--- config.mk ---
export PLATFORM = sky130hd
export DESIGN_NAME = sliding_window_median_filter_top
export DESIGN_NICKNAME = d
export VERILOG_FILES = /design/src/sv/swmf_pkg.sv /design/src/sv/swmf_cell.sv /design/src/sv/sliding_window_median_filter_top.sv
export SDC_FILE = /design/constraint.sdc
export NUM_CORES = 2
export LEC_CHECK = 0
export BUFFER_PORTS_ARGS = -buffer_cell sky130_fd_sc_hd__buf_2
export CORE_MARGIN = 5
export CORE_UTILIZATION = 55
export DETAILED_ROUTE_END_ITERATION = 7
export PLACE_DENSITY = 0.84
export SYNTH_ARGS = -nofsm -noshare
export SYNTH_HDL_FRONTEND = slang
export SYNTH_SLANG_ARGS = --single-unit
--- constraint.sdc ---
create_clock -name clk -period 6.9 [get_ports clk]
set_input_delay 0 -clock clk [delete_from_list [all_inputs] [get_ports clk]]
set_output_delay 0 -clock clk [all_outputs]
set_load 0.005 [all_outputs]
--- src/sv/swmf_pkg.sv ---
// ----------------------------------------------------------------------------
// swmf_pkg - sliding window median filter package
// Shared defaults, register reset value and the cell control struct.
// ----------------------------------------------------------------------------
package swmf_pkg;

	// default geometry
	localparam int WINDOW_MAX_DEF  = 32;
	localparam int SAMPLE_BITS_DEF = 16;

	// window size register
	localparam int          CFG_BITS    = 6;
	localparam logic [5:0]  WINDOW_RST  = 6'd3;

	// per-cycle command broadcast to every cell of the chain
	typedef struct packed {
		logic age;      // age all entries, drop those leaving the window
		logic compact;  // shift entries left over the first hole
		logic insert;   // insert the new sample at its sorted place
		logic clear;    // empty the window
	} swmf_ctl_t;

endpackage

--- src/sv/swmf_cell.sv ---
// ----------------------------------------------------------------------------
// swmf_cell - one position of the sorted window
// Holds one entry (value, age, valid) and trades it with its neighbors.
// ----------------------------------------------------------------------------
module swmf_cell #(
	parameter int SAMPLE_BITS = 16,
	parameter int AGE_BITS    = 5,
	parameter int CNT_BITS    = 6
) (
	input  logic                          clk,
	input  logic                          arst_n,
	input  swmf_pkg::swmf_ctl_t           ctl,
	input  logic [CNT_BITS-1:0]           win,
	input  logic signed [SAMPLE_BITS-1:0] new_sample,
	// lower neighbor
	input  logic                          left_valid,
	input  logic                          left_gt,
	input  logic                          left_hole,
	input  logic signed [SAMPLE_BITS-1:0] left_value,
	input  logic [AGE_BITS-1:0]           left_age,
	// upper neighbor
	input  logic                          right_valid,
	input  logic signed [SAMPLE_BITS-1:0] right_value,
	input  logic [AGE_BITS-1:0]           right_age,
	// own state
	output logic                          valid,
	output logic signed [SAMPLE_BITS-1:0] value,
	output logic [AGE_BITS-1:0]           age,
	output logic                          gt,
	output logic                          hole_out,
	output logic                          misplaced
);
	import swmf_pkg::*;

	logic                          valid_q;
	logic signed [SAMPLE_BITS-1:0] value_q;
	logic [AGE_BITS-1:0]           age_q;
	logic [CNT_BITS-1:0]           age_inc;
	logic                          drop;
	logic                          take_left;
	logic                          take_new;

	// neighbor-facing flags
	assign age_inc   = CNT_BITS'(age_q) + CNT_BITS'(1);
	assign drop      = age_inc >= win;
	assign gt        = valid_q && (value_q > new_sample);
	assign hole_out  = left_hole | ~valid_q;
	assign misplaced = valid_q & left_hole;

	// insertion: larger entries move up, new sample lands at the first slot
	// that is empty or holds a larger value
	assign take_left = left_gt;
	assign take_new  = !left_gt && left_valid && (!valid_q || gt);

	// valid bit
	always_ff @(posedge clk or negedge arst_n) begin
		if (!arst_n) begin
			valid_q <= 1'b0;
		end else if (ctl.clear) begin
			valid_q <= 1'b0;
		end else if (ctl.age) begin
			if (valid_q && drop) begin
				valid_q <= 1'b0;
			end
		end else if (ctl.compact) begin
			if (hole_out) begin
				valid_q <= right_valid;
			end
		end else if (ctl.insert) begin
			if (take_left || take_new) begin
				valid_q <= 1'b1;
			end
		end
	end

	// entry payload
	always_ff @(posedge clk) begin
		if (ctl.age) begin
			age_q <= AGE_BITS'(age_inc);
		end else if (ctl.compact) begin
			if (hole_out) begin
				value_q <= right_value;
				age_q   <= right_age;
			end
		end else if (ctl.insert) begin
			if (take_left) begin
				value_q <= left_value;
				age_q   <= left_age;
			end else if (take_new) begin
				value_q <= new_sample;
				age_q   <= '0;
			end
		end
	end

	assign valid = valid_q;
	assign value = value_q;
	assign age   = age_q;

endmodule

--- src/sv/sliding_window_median_filter_top.sv ---
// ----------------------------------------------------------------------------
// sliding_window_median_filter_top - running median over a sample stream
// Sequence per sample: age on acceptance, a compaction step for each entry
// dropped from inside the sorted chain, insert, then the result register loads.
// in_stall holds off the next sample until that sequence is through; the result
// step waits while a held result is stalled by out_stall.
// Reset: window empty, window_size = 3, no result pending.
// ----------------------------------------------------------------------------
module sliding_window_median_filter_top #(
	parameter int WINDOW_MAX  = swmf_pkg::WINDOW_MAX_DEF,
	parameter int SAMPLE_BITS = swmf_pkg::SAMPLE_BITS_DEF
) (
	input  logic                          clk,
	input  logic                          arst_n,
	// configuration
	input  logic                          cfg_wr_en,
	input  logic [swmf_pkg::CFG_BITS-1:0] cfg_wr_data,
	// input channel
	input  logic                          in_valid,
	output logic                          in_stall,
	input  logic signed [SAMPLE_BITS-1:0] sample,
	input  logic                          last_sample,
	// output channel
	output logic                          out_valid,
	input  logic                          out_stall,
	output logic signed [SAMPLE_BITS:0]   median_x2,
	output logic                          last_result
);
	import swmf_pkg::*;

	localparam int AGE_BITS = $clog2(WINDOW_MAX);
	localparam int NUM_BITS = $clog2(WINDOW_MAX + 1);
	localparam int CW       = (NUM_BITS > CFG_BITS) ? NUM_BITS : CFG_BITS;

	localparam logic [1:0] ST_IDLE    = 2'd0;
	localparam logic [1:0] ST_COMPACT = 2'd1;
	localparam logic [1:0] ST_RESULT  = 2'd2;

	logic [1:0]                    state_q;
	logic [CFG_BITS-1:0]           window_size_q;
	logic signed [SAMPLE_BITS-1:0] x_q;
	logic                          last_q;
	logic                          out_valid_q;
	logic signed [SAMPLE_BITS:0]   med_q;
	logic                          last_res_q;

	logic [CW-1:0]                 ws_ext;
	logic [CW-1:0]                 w_eff;
	logic [CW-1:0]                 idx_a;
	logic [CW-1:0]                 idx_b;
	swmf_ctl_t                     ctl;
	logic                          accept;
	logic                          out_free;
	logic                          need_compact;
	logic                          full;
	logic signed [SAMPLE_BITS-1:0] med_a;
	logic signed [SAMPLE_BITS-1:0] med_b;

	// chain wiring
	logic                          cell_valid [WINDOW_MAX];
	logic signed [SAMPLE_BITS-1:0] cell_value [WINDOW_MAX];
	logic [AGE_BITS-1:0]           cell_age   [WINDOW_MAX];
	logic                          cell_gt    [WINDOW_MAX];
	logic                          cell_hole  [WINDOW_MAX];
	logic                          cell_misp  [WINDOW_MAX];
	logic [WINDOW_MAX-1:0]         valid_vec;

	// configuration register
	always_ff @(posedge clk or negedge arst_n) begin
		if (!arst_n) begin
			window_size_q <= WINDOW_RST;
		end else if (cfg_wr_en) begin
			window_size_q <= cfg_wr_data;
		end
	end

	// effective window: zero means one, saturate at capacity
	assign ws_ext = CW'(window_size_q);
	always_comb begin
		priority if (ws_ext == '0) begin
			w_eff = CW'(1);
		end else if (ws_ext > CW'(WINDOW_MAX)) begin
			w_eff = CW'(WINDOW_MAX);
		end else begin
			w_eff = ws_ext;
		end
	end
	assign idx_a = w_eff >> 1;
	assign idx_b = w_eff[0] ? idx_a : (idx_a - CW'(1));

	// handshakes
	assign in_stall  = (state_q != ST_IDLE);
	assign accept    = in_valid && (state_q == ST_IDLE);
	assign out_free  = !out_valid_q || !out_stall;

	// cell commands
	always_comb begin
		ctl         = '0;
		ctl.age     = accept;
		ctl.compact = (state_q == ST_COMPACT) && need_compact;
		ctl.insert  = (state_q == ST_COMPACT) && !need_compact;
		ctl.clear   = (state_q == ST_RESULT) && out_free && last_q;
	end

	// sequencer
	always_ff @(posedge clk or negedge arst_n) begin
		if (!arst_n) begin
			state_q <= ST_IDLE;
		end else begin
			unique case (state_q)
				ST_IDLE: begin
					if (accept) begin
						state_q <= ST_COMPACT;
					end
				end
				ST_COMPACT: begin
					if (!need_compact) begin
						state_q <= ST_RESULT;
					end
				end
				ST_RESULT: begin
					if (out_free) begin
						state_q <= ST_IDLE;
					end
				end
				default: begin
					state_q <= ST_IDLE;
				end
			endcase
		end
	end

	// captured transaction
	always_ff @(posedge clk) begin
		if (accept) begin
			x_q    <= sample;
			last_q <= last_sample;
		end
	end

	// row of cells
	for (genvar i = 0; i < WINDOW_MAX; i++) begin : g_cell
		logic                          l_valid;
		logic                          l_gt;
		logic                          l_hole;
		logic signed [SAMPLE_BITS-1:0] l_value;
		logic [AGE_BITS-1:0]           l_age;
		logic                          r_valid;
		logic signed [SAMPLE_BITS-1:0] r_value;
		logic [AGE_BITS-1:0]           r_age;

		if (i == 0) begin : g_head
			assign l_valid = 1'b1;
			assign l_gt    = 1'b0;
			assign l_hole  = 1'b0;
			assign l_value = '0;
			assign l_age   = '0;
		end else begin : g_body
			assign l_valid = cell_valid[i-1];
			assign l_gt    = cell_gt[i-1];
			assign l_hole  = cell_hole[i-1];
			assign l_value = cell_value[i-1];
			assign l_age   = cell_age[i-1];
		end

		if (i == WINDOW_MAX - 1) begin : g_tail
			assign r_valid = 1'b0;
			assign r_value = '0;
			assign r_age   = '0;
		end else begin : g_inner
			assign r_valid = cell_valid[i+1];
			assign r_value = cell_value[i+1];
			assign r_age   = cell_age[i+1];
		end

		swmf_cell #(
			.SAMPLE_BITS (SAMPLE_BITS),
			.AGE_BITS    (AGE_BITS),
			.CNT_BITS    (CW)
		) u_cell (
			.clk         (clk),
			.arst_n      (arst_n),
			.ctl         (ctl),
			.win         (w_eff),
			.new_sample  (x_q),
			.left_valid  (l_valid),
			.left_gt     (l_gt),
			.left_hole   (l_hole),
			.left_value  (l_value),
			.left_age    (l_age),
			.right_valid (r_valid),
			.right_value (r_value),
			.right_age   (r_age),
			.valid       (cell_valid[i]),
			.value       (cell_value[i]),
			.age         (cell_age[i]),
			.gt          (cell_gt[i]),
			.hole_out    (cell_hole[i]),
			.misplaced   (cell_misp[i])
		);

		assign valid_vec[i] = cell_valid[i];
	end

	// window status and middle entries (AND-OR select over the row)
	always_comb begin
		need_compact = 1'b0;
		full         = 1'b0;
		med_a        = '0;
		med_b        = '0;
		for (int i = 0; i < WINDOW_MAX; i++) begin
			need_compact = need_compact | cell_misp[i];
			full  = full | (cell_valid[i] && (CW'(i) == (w_eff - CW'(1))));
			med_a = med_a | (cell_value[i] & {SAMPLE_BITS{CW'(i) == idx_a}});
			med_b = med_b | (cell_value[i] & {SAMPLE_BITS{CW'(i) == idx_b}});
		end
	end

	// result register
	always_ff @(posedge clk or negedge arst_n) begin
		if (!arst_n) begin
			out_valid_q <= 1'b0;
		end else if (state_q == ST_RESULT && out_free) begin
			out_valid_q <= full;
		end else if (!out_stall) begin
			out_valid_q <= 1'b0;
		end
	end

	always_ff @(posedge clk) begin
		if (state_q == ST_RESULT && out_free) begin
			med_q      <= {med_a[SAMPLE_BITS-1], med_a} + {med_b[SAMPLE_BITS-1], med_b};
			last_res_q <= last_q;
		end
	end

	assign out_valid   = out_valid_q;
	assign median_x2   = med_q;
	assign last_result = last_res_q;

`ifndef SYNTHESIS
	// entries are packed from the bottom whenever the block is idle
	a_packed_idle: assert property (@(posedge clk) disable iff (!arst_n)
		(state_q == ST_IDLE) |-> ((valid_vec & (valid_vec + 1'b1)) == '0))
		else $error("window entries not packed while idle");

	// the end of a sequence leaves an empty window
	a_clear_last: assert property (@(posedge clk) disable iff (!arst_n)
		(state_q == ST_RESULT && out_free && last_q) |=> (valid_vec == '0))
		else $error("window not empty after last sample");

	// insertion always finds a free slot inside the window
	a_room: assert property (@(posedge clk) disable iff (!arst_n)
		ctl.insert |-> ($countones(valid_vec) < int'(w_eff)))
		else $error("no room for the new sample");

	// a result only appears out of the result step
	a_out_src: assert property (@(posedge clk) disable iff (!arst_n)
		$rose(out_valid_q) |-> ($past(state_q) == ST_RESULT))
		else $error("result raised outside the result step");
`endif

endmodule
==> impl_metrics.ini <==
[outcome]
status = finished clean

[cells_and_area]
multi_input_area_um2 = 37200
drive_gt1_frac = 0.0782
area_growth_pct = 9.03
fin_util = 0.605
layout_commonest_cell = nand2_1
final_cell_mix = nand2_1 (816), ha_1 (760), edfxtp_1 (707)
final_cells = 7948
fillers = 9128
nNetsFinal = 7180
regArea_um2 = 22300

[setup_path]
worstSetupPathType = flop to flop
worstPathArrival_ps = 6790
cp_common_cell = buf_4
worstSetupStartpointType = flop
worst-endpoint-required_ps = 7420
critical-path-max-stage-delay_ps = 610
crit_chain = clkinv_1, buf_4, nand2_2, buf_4, inv_1, ha_1, and2_1, a22o_1, a221oi_1, o211ai_1, ha_1, fa_1, a21o_1, a21oi_1, buf_4, o21a_1, o31ai_1, o211a_1, o21ai_0, a21oi_1, o31ai_1
path_max_fanout = 22
end_kind = flop
cpMaxStageDelayCell = a221oi_1

[timing]
finalHoldViolCount = 0
setup_viol = 0
finalSetupTns_ps = 0
fin_skew_ps = 48.6
maxSlewHeadroom = 0.109
final_max_slew_viol_count = 0
finalCritPeriodShare = 0.909
whs_ps = 10.3
max_freq_ghz = 0.159
max_slew.worst_pin.slew_ps = 1330
fin_ws_ps = 630
rsz0062_at_grt = no
finalCriticalPeriod_ps = 6270

[logic_synthesis]
ys_types = 90
synth_nets = 7210
synth_seq_cells = 748
synth_top_family_by_area = compound AO/OA/AOI/OAI gates
synth_top_cell_by_area = edfxtp_1
synth_xor_xnor_area_share = 0.0154
synth_area_leaders = edfxtp_1 (35%), ha_1 (15%), mux2i_1 (7.7%), o21ai_0 (5.5%), nand2_1 (5.0%)
yosysSeqAreaShare = 0.362
post_synth_and_or_nand_nor_area_fraction = 0.135
ys.flop_type = edfxtp_1
synth_compound_area_frac = 0.207
syn_area_per_cell_um2 = 9.57
synth_edf_count = 707
synth_fa_ha_area_frac = 0.155
syn-instance-count = 6420
syn_area_um2 = 61500
synthMuxAreaShare = 0.0889
yosysWarnings = 0
async_flop_share = 0.0548
yosysTopAreaCellShare = 0.345

[grt]
antenna_found_initial = 8
grt_overflow = 0
grt.total_usage = 0.442
first_global_vias = 54000
grt_pass1_wl_mm = 384
grt_max_degree = 254

[route]
viasPerCell = 7.26
drtAntennaViolNets = 0
drc = 0
firstDrtPassIters = 7
routed_wl_mm = 270
drtIter0Drc = 8969
wl_per_cell_um = 34.0
vias = 57700

[place]
hpwl_mm = 197
gp_congestion = 1.06
dp.cells = 7748
dp_slack_ps = 795
numPortBuffers = 47

[clock_network]
postCtsSetupRepairBufs = 0
clk_latency_ps = 710
cts_hold_buf = 37
ctsRootBufferMaster = clkbuf_16
h-tree-depth = 3
clock-sinks = 748
clk_pin_slew_ps = 60
cts_buffers = 91
cts_tree = built
cts_resized = 0
clockBufferDepth = 3

[floorplanning]
fp.dieH_um = 344
dieArea_um2 = 119000
core_um2 = 111000
num_rows = 122
io_pins = 48
start_util = 0.555
die_w_um = 344

[min_path]
worstHoldPathType = input pin to flop

[power_and_ir_drop]
ir_drop_v = 0.000299
leakage_nw = 30.0
p_per_area_nw_per_um2 = 502

[run]
cap_violations = 0
## registers in the layout (all words and copies together), names as in the netlist
register / cells
g_cell.u_cell.value: 512
g_cell.u_cell.age: 160
g_cell.u_cell.valid: 32
median_x2: 17
x_q: 16
window_size_q: 6
state_q: 2
last_q: 1
last_result: 1
out_valid: 1
## synth_stat cells, types with 96 or more instances
cell / count
buf_2: 96
nand4_1: 110
inv_1: 144
a21oi_1: 286
o21ai_0: 671
a21o_1: 244
mux2i_1: 473
nand2_1: 819
nand3_1: 205
a22oi_1: 149
clkbuf_1: 295
nor2_1: 281
edfxtp_1: 707
ha_1: 761
## worst max-delay path: cells and delay by family (launching register included)
kind	cells	cell delay, ps
buffers and inverters	5	1160
and+or+nand+nor	2	560
AOI/OAI and AO/OA	11	2940
DFF	1	370
adders and majority gates	3	1030
## final cells by class
cell class	instances	share of cell area
well taps	1488	0.0278
repair buffers	289	0.0341
multi-input cells	5114	0.555
inverters	146	0.00825
flip-flops and latches	748	0.332
clock inverters	47	0.00652
diodes	3	0.000112
clock buffers	113	0.0361
## power by group
group          internal [mW]  switching, mW
logic                   6.56           9.53
clock network           2.71           2.09
registers               8.09           4.64
total                   17.4           16.3
## cell families after synthesis
family,count (synthesis)
buffers and inverters,558
AND/OR/NAND/NOR,1796
flip-flops,748
XOR/XNOR,108
AO/OA/AOI/OAI,1938
adder cells (fa/ha/maj),762
multiplexers,510
## per-layer routing
metal / global-route usage / vias to the layer above / routed length (um)
met2: 0.638 / 4746 / 111000
li1: - / 24600 / -
met4: 0.221 / 8 / 17000
met1: 0.588 / 27600 / 101000
met5: 0.000408 / - / 52
met3: 0.158 / 825 / 41100
## per-stage QoR
stage | instance area (um2) | total power [mW]
5_1_grt | 67000 | 35.0
2_1_floorplan | 61500 | 20.9
3_3_place_gp | 63800 | 27.1
3_5_place_dp | 63800 | 27.8
4_1_cts | 67000 | 32.6
6_report | 67000 | 33.6
## final timing paths
| check | startpoint | to | slack [ps] | cells past startpoint |
|---|---|---|---|---|
| min in group asynchronous | arst_n | g_cell[23].u_cell.valid$_DFFE_PN0P_ | 540 | 4 |
| worst min register to register | g_cell[31].u_cell.value[13]$_SDFFCE_PP0P_ | g_cell[30].u_cell.value[13]$_DFFE_PP_ | 580 | 2 |
| worst max-delay path | window_size_q[5]$_DFFE_PN0P_ | median_x2[16]$_DFFE_PP_ | 630 | 21 |
| max in group asynchronous | arst_n | g_cell[4].u_cell.valid$_DFFE_PN0P_ | 5860 | 4 |
| worst max register to register | window_size_q[5]$_DFFE_PN0P_ | median_x2[16]$_DFFE_PP_ | 630 | 21 |
| worst min-delay path | sample[14] | x_q[14]$_DFFE_PP_ | 10 | 2 |
Power figures use the tool's default switching activity.
